File: src/rtl/tpc_pkg.sv
// shared types and constants for the triple-redundant transaction controller
package tpc_pkg;

  localparam logic [2:0] OP_ARM     = 3'd0;
  localparam logic [2:0] OP_FIRE    = 3'd1;
  localparam logic [2:0] OP_CONFIRM = 3'd2;
  localparam logic [2:0] OP_SCRUB   = 3'd3;
  localparam logic [2:0] OP_ASSESS  = 3'd4;
  localparam logic [2:0] OP_INJECT  = 3'd5;

  localparam logic [2:0] PH_IDLE      = 3'd0;
  localparam logic [2:0] PH_ARMED     = 3'd1;
  localparam logic [2:0] PH_ACTUATING = 3'd2;
  localparam logic [2:0] PH_HALTED    = 3'd6;

  localparam logic [1:0] OUT_NONE      = 2'd0;
  localparam logic [1:0] OUT_COMMITTED = 2'd1;
  localparam logic [1:0] OUT_RETRY     = 2'd2;
  localparam logic [1:0] OUT_HALTED    = 2'd3;

  localparam int unsigned NumReplicas  = 3;
  localparam logic [7:0]  ResetBudget  = 8'd2;
  localparam logic [1:0]  NoMajority   = 2'd3;

  typedef struct packed {
    logic [2:0]  phase;
    logic [7:0]  transaction;
    logic [31:0] seq_num;
    logic [7:0]  retry;
    logic        valid;
  } rec_t;

  typedef struct packed {
    logic       ok;
    logic [1:0] differ;
    rec_t       value;
  } vote_t;

  typedef struct packed {
    logic [7:0] retry;
    logic [1:0] outcome;
  } tbl_t;

  localparam rec_t IdleRec = '{phase: PH_IDLE, transaction: 8'd0, seq_num: 32'd0,
                               retry: 8'd0, valid: 1'b1};

endpackage

File: src/rtl/tpc_ram.sv
// generic simple dual-port ram with registered read
module tpc_ram #(
  parameter int unsigned WIDTH = 10,
  parameter int unsigned DEPTH = 256
) (
  input  logic                     clk_i,
  input  logic                     we_i,
  input  logic [$clog2(DEPTH)-1:0] waddr_i,
  input  logic [WIDTH-1:0]         wdata_i,
  input  logic                     re_i,
  input  logic [$clog2(DEPTH)-1:0] raddr_i,
  output logic [WIDTH-1:0]         rdata_o
);

  logic [WIDTH-1:0] mem_q [DEPTH];
  logic [WIDTH-1:0] rdata_q;

  always_ff @(posedge clk_i) begin
    if (we_i) begin
      mem_q[waddr_i] <= wdata_i;
    end
    if (re_i) begin
      rdata_q <= mem_q[raddr_i];
    end
  end

  assign rdata_o = rdata_q;

endmodule

File: src/rtl/tpc_voter.sv
// two-of-three majority vote over the replicated controller record
module tpc_voter
  import tpc_pkg::*;
(
  input  rec_t  rep0_i,
  input  rec_t  rep1_i,
  input  rec_t  rep2_i,
  output vote_t vote_o
);

  logic eq01, eq02, eq12;

  assign eq01 = (rep0_i == rep1_i);
  assign eq02 = (rep0_i == rep2_i);
  assign eq12 = (rep1_i == rep2_i);

  always_comb begin
    if (eq01 || eq02) begin
      vote_o.ok     = 1'b1;
      vote_o.value  = rep0_i;
      vote_o.differ = (eq01 && eq02) ? 2'd0 : 2'd1;
    end else if (eq12) begin
      vote_o.ok     = 1'b1;
      vote_o.value  = rep1_i;
      vote_o.differ = 2'd1;
    end else begin
      vote_o.ok     = 1'b0;
      vote_o.value  = IdleRec;
      vote_o.differ = NoMajority;
    end
  end

endmodule

File: src/rtl/tmr_protected_transaction_controller.sv
// top level of the triple-redundant transaction controller
//
// requests enter on the in channel (valid/ready) and each request gives exactly one
// result on the out channel (valid/ready). the retry budget is written through the
// cfg channel, which is always ready; write it only while no request is in flight.
// a request is taken in ST_IDLE, while its per-transaction outcome and retry entry
// is read from the table ram; ST_EXEC then votes the three record replicas, updates
// them, writes the table entry back on a confirm and loads the output register.
// no new request is taken until the current one has finished its read-modify-write
// of the table ram. the result sits in an output register, so the next request is
// taken while it waits; a stalled receiver holds the execute step of the following
// request until the output register frees up.
// after reset the block sweeps the table ram to clear it, one entry per cycle,
// with in_ready_o low; replicas reset to idle, halt latch and counters to zero,
// retry budget to two.
module tmr_protected_transaction_controller
  import tpc_pkg::*;
#(
  parameter int unsigned TRANSACTION_ENTRIES = 256
) (
  input  logic        clk_i,
  input  logic        rst_ni,
  input  logic        cfg_valid_i,
  output logic        cfg_ready_o,
  input  logic [7:0]  cfg_data_i,
  input  logic        in_valid_i,
  output logic        in_ready_o,
  input  logic [2:0]  opcode_i,
  input  logic [7:0]  transaction_i,
  input  logic [31:0] sequence_req_i,
  input  logic        sensor_confirmed_i,
  input  logic [1:0]  replica_index_i,
  input  logic [2:0]  fault_phase_i,
  input  logic [7:0]  fault_retry_i,
  input  logic        fault_valid_i,
  output logic        out_valid_o,
  input  logic        out_ready_i,
  output logic        accepted_o,
  output logic [1:0]  tx_outcome_o,
  output logic        recoverable_o,
  output logic [1:0]  outlier_replicas_o,
  output logic [2:0]  voted_phase_o,
  output logic [7:0]  voted_transaction_o,
  output logic [31:0] voted_sequence_o,
  output logic [7:0]  voted_retry_o,
  output logic        voted_valid_o,
  output logic        halted_flag_o,
  output logic [31:0] commit_count_o,
  output logic [31:0] halt_count_o
);

  localparam int unsigned IdxW = $clog2(TRANSACTION_ENTRIES);
  localparam int unsigned RemW = (IdxW > 8) ? IdxW : 8;

  typedef enum logic [2:0] {
    ST_CLEAR = 3'b001,
    ST_IDLE  = 3'b010,
    ST_EXEC  = 3'b100
  } state_e;

  typedef struct packed {
    logic        accepted;
    logic [1:0]  tx_outcome;
    vote_t       vote;
    logic        halted;
    logic [31:0] commits;
    logic [31:0] halts;
  } res_t;

  function automatic logic [31:0] sat_inc(input logic [31:0] c, input logic en);
    logic [31:0] r;
    r = c;
    if (en && (c != '1)) begin
      r = c + 32'd1;
    end
    return r;
  endfunction

  state_e           state_q, state_d;
  logic [IdxW-1:0]  clr_q, clr_d;
  rec_t             rep_q [NumReplicas];
  rec_t             rep_d [NumReplicas];
  logic             halt_q, halt_d;
  logic [31:0]      commits_q, commits_d;
  logic [31:0]      halts_q, halts_d;
  logic [7:0]       budget_q;
  logic             out_valid_q, out_valid_d;
  res_t             res_q, res_d;

  logic [2:0]       op_q;
  logic [7:0]       tx_q;
  logic [31:0]      seq_q;
  logic             sensor_q;
  logic [1:0]       ridx_q;
  logic [2:0]       fph_q;
  logic [7:0]       fretry_q;
  logic             fvalid_q;
  logic [IdxW-1:0]  idx_q;

  logic [7:0]       rem;
  logic [RemW-1:0]  rem_ext;
  logic [IdxW-1:0]  idx_in;
  logic             in_fire, done;

  logic             ram_we;
  logic [IdxW-1:0]  ram_waddr;
  tbl_t             ram_wdata, ram_rdata;
  vote_t            vote;
  tbl_t             tbl_new;
  logic             tbl_wr;
  logic             acc;
  logic             halt_a, halt_b, commit_inc;
  rec_t             halt_rec;

  assign cfg_ready_o = 1'b1;
  assign in_ready_o  = (state_q == ST_IDLE);
  assign in_fire     = in_valid_i && in_ready_o;
  assign done        = (state_q == ST_EXEC) && (!out_valid_q || out_ready_i);

  // transaction modulo table depth by restoring subtraction
  always_comb begin
    rem = transaction_i;
    for (int k = 7; k >= 0; k--) begin
      if (32'(rem) >= (32'(TRANSACTION_ENTRIES) << k)) begin
        rem = rem - 8'(32'(TRANSACTION_ENTRIES) << k);
      end
    end
    rem_ext = RemW'(rem);
    idx_in  = rem_ext[IdxW-1:0];
  end

  tpc_ram #(
    .WIDTH($bits(tbl_t)),
    .DEPTH(TRANSACTION_ENTRIES)
  ) u_tbl_ram (
    .clk_i  (clk_i),
    .we_i   (ram_we),
    .waddr_i(ram_waddr),
    .wdata_i(ram_wdata),
    .re_i   (in_fire),
    .raddr_i(idx_in),
    .rdata_o(ram_rdata)
  );

  tpc_voter u_voter (
    .rep0_i(rep_q[0]),
    .rep1_i(rep_q[1]),
    .rep2_i(rep_q[2]),
    .vote_o(vote)
  );

  always_comb begin
    halt_rec             = IdleRec;
    halt_rec.phase       = PH_HALTED;
    halt_rec.transaction = tx_q;
  end

  always_comb begin
    rep_d      = rep_q;
    tbl_new    = ram_rdata;
    tbl_wr     = 1'b0;
    acc        = 1'b0;
    halt_a     = 1'b0;
    halt_b     = 1'b0;
    commit_inc = 1'b0;

    if (!vote.ok && (op_q == OP_FIRE || op_q == OP_CONFIRM || op_q == OP_SCRUB ||
                     op_q == OP_ASSESS)) begin
      halt_a = 1'b1;
    end

    case (op_q)
      OP_ARM: begin
        if (!halt_q && ram_rdata.outcome != OUT_COMMITTED) begin
          for (int i = 0; i < NumReplicas; i++) begin
            rep_d[i] = '{phase: PH_ARMED, transaction: tx_q, seq_num: seq_q,
                         retry: 8'd0, valid: 1'b1};
          end
          acc = 1'b1;
        end
      end
      OP_FIRE: begin
        if (vote.ok && vote.value.phase == PH_ARMED && vote.value.transaction == tx_q) begin
          for (int i = 0; i < NumReplicas; i++) begin
            rep_d[i]       = vote.value;
            rep_d[i].phase = PH_ACTUATING;
          end
          acc = 1'b1;
        end
      end
      OP_CONFIRM: begin
        tbl_wr = 1'b1;
        if (!vote.ok || vote.value.transaction != tx_q ||
            vote.value.phase != PH_ACTUATING ||
            (!sensor_q && ram_rdata.retry >= budget_q)) begin
          halt_b          = 1'b1;
          tbl_new.outcome = OUT_HALTED;
          for (int i = 0; i < NumReplicas; i++) begin
            rep_d[i] = halt_rec;
          end
        end else if (sensor_q) begin
          commit_inc      = 1'b1;
          tbl_new.outcome = OUT_COMMITTED;
          for (int i = 0; i < NumReplicas; i++) begin
            rep_d[i] = IdleRec;
          end
        end else begin
          tbl_new.retry   = ram_rdata.retry + 8'd1;
          tbl_new.outcome = OUT_RETRY;
          for (int i = 0; i < NumReplicas; i++) begin
            rep_d[i] = IdleRec;
          end
        end
      end
      OP_SCRUB: begin
        if (vote.ok) begin
          for (int i = 0; i < NumReplicas; i++) begin
            rep_d[i] = vote.value;
          end
          acc = 1'b1;
        end
      end
      OP_INJECT: begin
        if (ridx_q < 2'(NumReplicas)) begin
          rep_d[ridx_q] = '{phase: fph_q, transaction: tx_q, seq_num: seq_q,
                            retry: fretry_q, valid: fvalid_q};
        end
      end
      default: begin
      end
    endcase

    halt_d    = halt_q || halt_a || halt_b;
    halts_d   = sat_inc(sat_inc(halts_q, halt_a), halt_b);
    commits_d = sat_inc(commits_q, commit_inc);

    res_d.accepted   = acc;
    res_d.tx_outcome = tbl_new.outcome;
    res_d.vote       = vote;
    res_d.halted     = halt_d;
    res_d.commits    = commits_d;
    res_d.halts      = halts_d;
  end

  always_comb begin
    ram_we    = 1'b0;
    ram_waddr = idx_q;
    ram_wdata = tbl_new;
    state_d   = state_q;
    clr_d     = clr_q;
    case (state_q)
      ST_CLEAR: begin
        ram_we    = 1'b1;
        ram_waddr = clr_q;
        ram_wdata = '{retry: 8'd0, outcome: OUT_NONE};
        clr_d     = clr_q + IdxW'(1);
        if (clr_q == IdxW'(TRANSACTION_ENTRIES - 1)) begin
          state_d = ST_IDLE;
        end
      end
      ST_IDLE: begin
        if (in_fire) begin
          state_d = ST_EXEC;
        end
      end
      ST_EXEC: begin
        ram_we = done && tbl_wr;
        if (done) begin
          state_d = ST_IDLE;
        end
      end
      default: begin
        state_d = ST_IDLE;
      end
    endcase
  end

  always_comb begin
    out_valid_d = out_valid_q;
    if (done) begin
      out_valid_d = 1'b1;
    end else if (out_ready_i) begin
      out_valid_d = 1'b0;
    end
  end

  always_ff @(posedge clk_i or negedge rst_ni) begin
    if (!rst_ni) begin
      state_q     <= ST_CLEAR;
      clr_q       <= '0;
      out_valid_q <= 1'b0;
      halt_q      <= 1'b0;
      commits_q   <= '0;
      halts_q     <= '0;
      budget_q    <= ResetBudget;
      for (int i = 0; i < NumReplicas; i++) begin
        rep_q[i] <= IdleRec;
      end
    end else begin
      state_q     <= state_d;
      clr_q       <= clr_d;
      out_valid_q <= out_valid_d;
      if (cfg_valid_i && cfg_ready_o) begin
        budget_q <= cfg_data_i;
      end
      if (done) begin
        halt_q    <= halt_d;
        commits_q <= commits_d;
        halts_q   <= halts_d;
        rep_q     <= rep_d;
      end
    end
  end

  always_ff @(posedge clk_i) begin
    if (in_fire) begin
      op_q     <= opcode_i;
      tx_q     <= transaction_i;
      seq_q    <= sequence_req_i;
      sensor_q <= sensor_confirmed_i;
      ridx_q   <= replica_index_i;
      fph_q    <= fault_phase_i;
      fretry_q <= fault_retry_i;
      fvalid_q <= fault_valid_i;
      idx_q    <= idx_in;
    end
    if (done) begin
      res_q <= res_d;
    end
  end

  assign out_valid_o            = out_valid_q;
  assign accepted_o             = res_q.accepted;
  assign tx_outcome_o           = res_q.tx_outcome;
  assign recoverable_o          = res_q.vote.ok;
  assign outlier_replicas_o     = res_q.vote.differ;
  assign voted_phase_o          = res_q.vote.value.phase;
  assign voted_transaction_o    = res_q.vote.value.transaction;
  assign voted_sequence_o       = res_q.vote.value.seq_num;
  assign voted_retry_o          = res_q.vote.value.retry;
  assign voted_valid_o          = res_q.vote.value.valid;
  assign halted_flag_o          = res_q.halted;
  assign commit_count_o         = res_q.commits;
  assign halt_count_o           = res_q.halts;

`ifndef SYNTHESIS
  a_accept_to_exec: assert property (@(posedge clk_i) disable iff (!rst_ni)
    in_fire |=> (state_q == ST_EXEC))
    else $error("accepted request did not move to execute");

  a_no_accept_while_clearing: assert property (@(posedge clk_i) disable iff (!rst_ni)
    (state_q == ST_CLEAR) |-> (!in_ready_o && !out_valid_q))
    else $error("request path active during table clear");

  a_halt_sticky: assert property (@(posedge clk_i) disable iff (!rst_ni)
    halt_q |=> halt_q)
    else $error("halt latch cleared");

  a_commits_monotonic: assert property (@(posedge clk_i) disable iff (!rst_ni)
    (state_q != ST_CLEAR) |=> (commits_q >= $past(commits_q)))
    else $error("commit counter went backwards");

  a_result_on_done: assert property (@(posedge clk_i) disable iff (!rst_ni)
    done |=> out_valid_q)
    else $error("finished request produced no result");
`endif

endmodule
File: config.mk
export PLATFORM = sky130hd
export DESIGN_NAME = tmr_protected_transaction_controller
export DESIGN_NICKNAME = d
export VERILOG_FILES = /design/src/rtl/tpc_pkg.sv /design/src/rtl/tpc_ram.sv /design/src/rtl/tpc_voter.sv /design/src/rtl/tmr_protected_transaction_controller.sv
export SDC_FILE = /design/constraint.sdc
export NUM_CORES = 2
export LEC_CHECK = 0
export BUFFER_PORTS_ARGS = -buffer_cell sky130_fd_sc_hd__buf_2
export CORE_MARGIN = 3
export CORE_UTILIZATION = 30
export CTS_BUF_LIST = sky130_fd_sc_hd__clkbuf_4 sky130_fd_sc_hd__clkbuf_8 sky130_fd_sc_hd__clkbuf_16
export CTS_CLUSTER_DIAMETER = 200
export DETAILED_ROUTE_END_ITERATION = 12
export RECOVER_POWER = 25
export SLEW_MARGIN = 10
export SYNTH_ARGS = -nofsm -noshare
export SYNTH_HDL_FRONTEND = slang
export SYNTH_SLANG_ARGS = --single-unit
File: constraint.sdc
create_clock -name clk_i -period 16.5 [get_ports clk_i]
set_input_delay 0.825 -clock clk_i [delete_from_list [all_inputs] [get_ports clk_i]]
set_output_delay 0.825 -clock clk_i [all_outputs]
set_load 0.05 [all_outputs]
Word-level counts from Yosys, hierarchy flattened --
Memories as Yosys holds them, arrays and structs flattened. A register that Yosys moved wholly into a read port is not among the register bits. Index checks and enable logic that the tools add are counted.
Storage, ports and cells: bits in registers 422, RAM bits 2560, input bits 71, output and inout port bits 126, logic and storage cells 154, memories 1
Memories:
- u_tbl_ram.mem_q | words 256, width 10, rd ports 1, clocked after memory_dff 1, wr ports 1, RTL line tpc_ram.sv:15 | logic [WIDTH-1:0] mem_q [DEPTH];
Operators by class: add/sub/neg operators 5, order comparisons 4, equality and inequality tests 27, mux-type cells 42, bitwise operators 1, reduce and logical (&&, ||, !) cells 32
Operator list (count):
- 2-to-1 mux 156 bit | 5
- case mux 156 bit (5 select lines) | 1
- bitwise mux 156 bit | 1
- == test 52 bit | 3
- 2-to-1 mux 55 bit | 2
- demux 52 bit (select 2 bit) | 1
- adder 32 x 1 -> 32 bit, second input constant | 3
- 2-to-1 mux 32 bit | 3
- inequality test 32 bit, second input constant | 3
- 2-to-1 mux 52 bit | 1
- 2-to-1 mux 8 bit | 3
- 2-to-1 mux 10 bit | 2
- adder 8 x 1 -> 8 bit, second input constant | 2
- 2-to-1 mux 1 bit | 15
- logical AND 1 bit | 13
- logical OR 1 bit | 10
- inequality test 2 bit, second input constant | 5
- == test 3 x 1 -> 1 bit, second input constant | 3
- == test 3 x 2 -> 1 bit, second input constant | 3
- == test 3 bit, second input constant | 3
- 2-to-1 mux 3 bit | 3
- case mux 3 bit (3 select lines) | 1
- == test 8 bit | 1
- == test 8 bit, second input constant | 1
- other kinds (17) | 23

Logic depth before layout (Yosys ltp) --
word-level depth 12, mapped depth 22

Modules after synthesis --
Synthesis repeated with hierarchy kept, for this count alone.
Second synthesis, totals: cell total of the unflattened synthesis 7179, area, all modules 123051.8 um^2
Modules (own cells, without submodules):
- tpc_ram | times used 1, cells an instance 4642, area each 99354.0 um^2
- tmr_protected_transaction_controller | times used 1, cells an instance 2141, area each 20661.1 um^2
- tpc_voter | times used 1, cells an instance 396, area each 3036.7 um^2

Worst setup path after synthesis --
OpenSTA, ideal clock, no wires.
kind flip-flop to flip-flop, start point reg rep_q[99] (netlist bit), end point mem u_tbl_ram.mem_q[0][0] (data pin), library setup time 2.099 ns, arrival 11.975 ns, setup slack 2.425 ns, cell stages (with the launch flop) 12, path through dfrtp_1 buf_2 xor2_1 nor4_1 nand3_1 nor4_2 buf_2 nand3b_1 a21boi_0 or4_1 nor4_4 nor3_1
RTL lines:
- start: declaration | RTL line tmr_protected_transaction_controller.sv:81 | rec_t rep_q [NumReplicas];
- start signal: indexed assignment | RTL line tmr_protected_transaction_controller.sv:297 | rep_q[i] <= IdleRec;
- start signal: assignment | RTL line tmr_protected_transaction_controller.sv:310 | rep_q <= rep_d;
- end: declaration | RTL line tpc_ram.sv:15

==> flow_summary.toml <==
[cts]
root_buffer = "clkbuf_16"
path_clk_slew_ns = 0.06
numClockSinks = 2992
clk_path_buf_depth = 4
cts_tree = "yes"
cts_resized = 0
cts_made_buffers = 310
clock_latency_ns = 0.88
post_cts_buffers = 0
cts_hold_buf = 1
htreeDepth = 5

[global_route]
grt_pass1_vias = 64136
overflow = 0
grt_max_degree = 280
antenna_found_initial = 29
grt_usage_pct = 15.2
grt_pass1_wl_mm = 468

[setup_path]
critPathMaxFanout = 73
crit_path_end_kind = "register"
cp-start-kind = "primary input"
reg2reg_from = "state_q[1]"
crit_start = "transaction_i[0]"
crit_arrival_ns = 11.32
critPathRequiredTime_ns = 17.08
path_class = "in -> reg"

[synth]
synth_ff_type = "edfxtp_1"
synth-seq-cells = 2992
synth_edf_count = 2751
yosys.area.top_type = "edfxtp_1"
synth-seq-area-share_pct = 72.5
avgSynthCellArea_um2 = 18.8
synthXorXnorAreaFrac_pct = 2.26
synth_area_um2 = 122000
synth_top_family_by_area = "multiplexers"
yosysWarnings = 0
synthAdderAreaFrac_pct = 0.133
syn_nets = 6590
synth_compound_area_share_pct = 3.65
synth_simple_gate_area_share_pct = 4.26
yosys-top-cells-area = "edfxtp_1 68%, mux4_2 16%, dfrtp_1 4.8%"
syn_inst = 6506
async_reset_ff_share_pct = 8.05
synth_top_area_share_pct = 67.6
synth.distinct_cells = 88
muxShareOfSynthArea_pct = 15.8

[power]
power.density_nw_per_um2 = 125
total_power_mw = 17.6
leakage_nw = 44.2
vdd_drop_max_v = 0.0000901

[timing]
setup_violations = 0
hold_viol_final = 0
fin_worst_hold_slack_ns = 0.166
finalMaxSlewViolations = 1040
maxSlewHeadroom_pct = -469
finalSetupTns_ns = 0
finClkSkew_ns = 0.0869
timing.final.crit_share_pct = 65.1
min_period_ns = 10.74
clock.fmax_ghz = 0.0931
fin_ws_ns = 5.76
rsz0062_at_grt = "no"
tightest_slew_ns = 8.53

[floorplan]
core_area_um2 = 404000
fp.dieW_um = 644
chipHeight_um = 644
rows = 233
dieArea_um2 = 415000
num_io_pins = 197
floorplan.initialDensity_pct = 30.2

[run_status]
status = "complete, but fails checks"
violations = "capacitance limit, slew limit"

[run]
cap_violations = 21

[drt]
drc = 0
vias = 64340
post_drt_via_cell_ratio = 5.17
routedWlPerCell_um = 26.0
postRouteAntennaNets = 0
finalWirelength_mm = 323
drtPass1Iterations = 6
drt-initial-drc-count = 7664

[finish]
final_area_um2 = 140000
multi_input_area_um2 = 32100
drive_above_1_share_pct = 23.2
nets = 6881
fill_cells = 37518
final_util_pct = 34.6
final-seq-area_um2 = 88600
synthToLayoutAreaGrowth_pct = 14.4
finalNonFillerCells = 12446

[placement]
globalplace.congestion = 0.885
pre_cts_ws_ns = 9.01
io_buffer_count = 195
dp.cells = 11888
hpwl_mm = 199
placed_cell_area_um2 = 130000

[min_path]
min_from = "sequence_req_i[1]"
hp-class = "in -> reg"
## layout make-up
cell class	count	area share [%]
flip-flops and latches	2992	63.4
multi-input cells	3081	22.9
clock buffers	381	6.01
well taps	5405	4.84
repair buffers	379	1.45
clock inverters	168	1.28
inverters	33	0.0895
diodes	7	0.0125
## cell usage after synthesis, types with 17 or more instances
master / number
and2_1: 18
nor3_1: 32
a21oi_1: 228
nand3b_1: 17
and3_1: 17
o21ai_0: 334
xnor2_1: 102
nand3_1: 51
xor2_1: 209
nand2_1: 443
nor4_1: 50
a31o_2: 53
clkbuf_1: 289
dfrtp_1: 236
buf_2: 31
mux4_2: 850
o2bb2ai_1: 34
o22ai_1: 25
inv_1: 29
buf_1: 75
nand4_1: 28
nor2b_1: 58
nor2_1: 338
edfxtp_1: 2751
## logic make-up (layout without fill, tap and decap cells)
| family | count (synthesis) | count (layout) |
|---|---|---|
| DFF | 2992 | 2992 |
| and+or+nand+nor | 1131 | 1131 |
| muxes | 866 | 866 |
| AOI/OAI and AO/OA | 757 | 757 |
| buffers and inverters | 433 | 961 |
| xor gates and xnor gates | 313 | 313 |
| adders and majority gates | 13 | 13 |
| other | 1 | 8 |
## layer usage
layer  track usage (%)  routed length [um]  vias up
met2              24.4              154000     2682
met4              4.00                8750       18
met3              2.76               24200      529
met1              21.2              137000    34299
met5                 0                 119        -
li1                  -                   -    26812
## worst max-delay path: stages
cell      delay, ns
clkbuf_1       4.93
buf_4          1.27
buf_4          0.84
buf_4          0.84
mux4_2         0.62
mux4_2         0.53
mux4_2         0.59
mux4_2         0.51
## path summary, 6_finish.rpt
kind	end	slack, ns	cells after the start
max in group asynchronous	rep_q[135]	6.71	4
worst max-delay path	u_tbl_ram.rdata_o[7]	5.76	8
worst min-delay path	seq_q[1]	0.17	1
worst max register to register	halts_q[20]	7.59	8
min in group asynchronous	commits_q[17]	2.30	2
worst min register to register	commits_q[23]	0.47	1
## registers in the layout, indices dropped and copies added (netlist names), 8 cells and up
signal               flops
seq_q                   32
idx_q                    8
commit_count_o          32
u_tbl_ram.rdata_o       10
budget_q                 8
voted_retry_o            8
voted_sequence_o        32
halt_count_o            32
commits_q               32
rep_q                  156
halts_q                 32
fretry_q                 8
voted_transaction_o      8
clr_q                    8
u_tbl_ram.mem_q       2560
## power by group
group / switching [mW] / leakage [nW] / internal [mW]
Clock: 2.91 / 5.07 / 4.14
Sequential: 0.267 / 27.9 / 8.60
Combinational: 1.07 / 11.3 / 0.558
## placed cells by master, fill, tap and decap left out, drive strengths merged, types with 54 or more instances in the layout
| cell type | Yosys | routed |
|---|---|---|
| edfxtp | 2751 | 2751 |
| mux4 | 850 | 850 |
| clkbuf | 289 | 595 |
| nand2 | 443 | 443 |
| nor2 | 339 | 339 |
| o21ai | 337 | 337 |
| dfrtp | 236 | 236 |
| a21oi | 228 | 228 |
| xor2 | 209 | 209 |
| buf | 111 | 164 |
| clkinv | 3 | 119 |
| xnor2 | 104 | 104 |
| nor2b | 58 | 58 |
| nor4 | 56 | 56 |
| a31o | 54 | 54 |
Note: power is estimated with default switching activity, not from simulation.
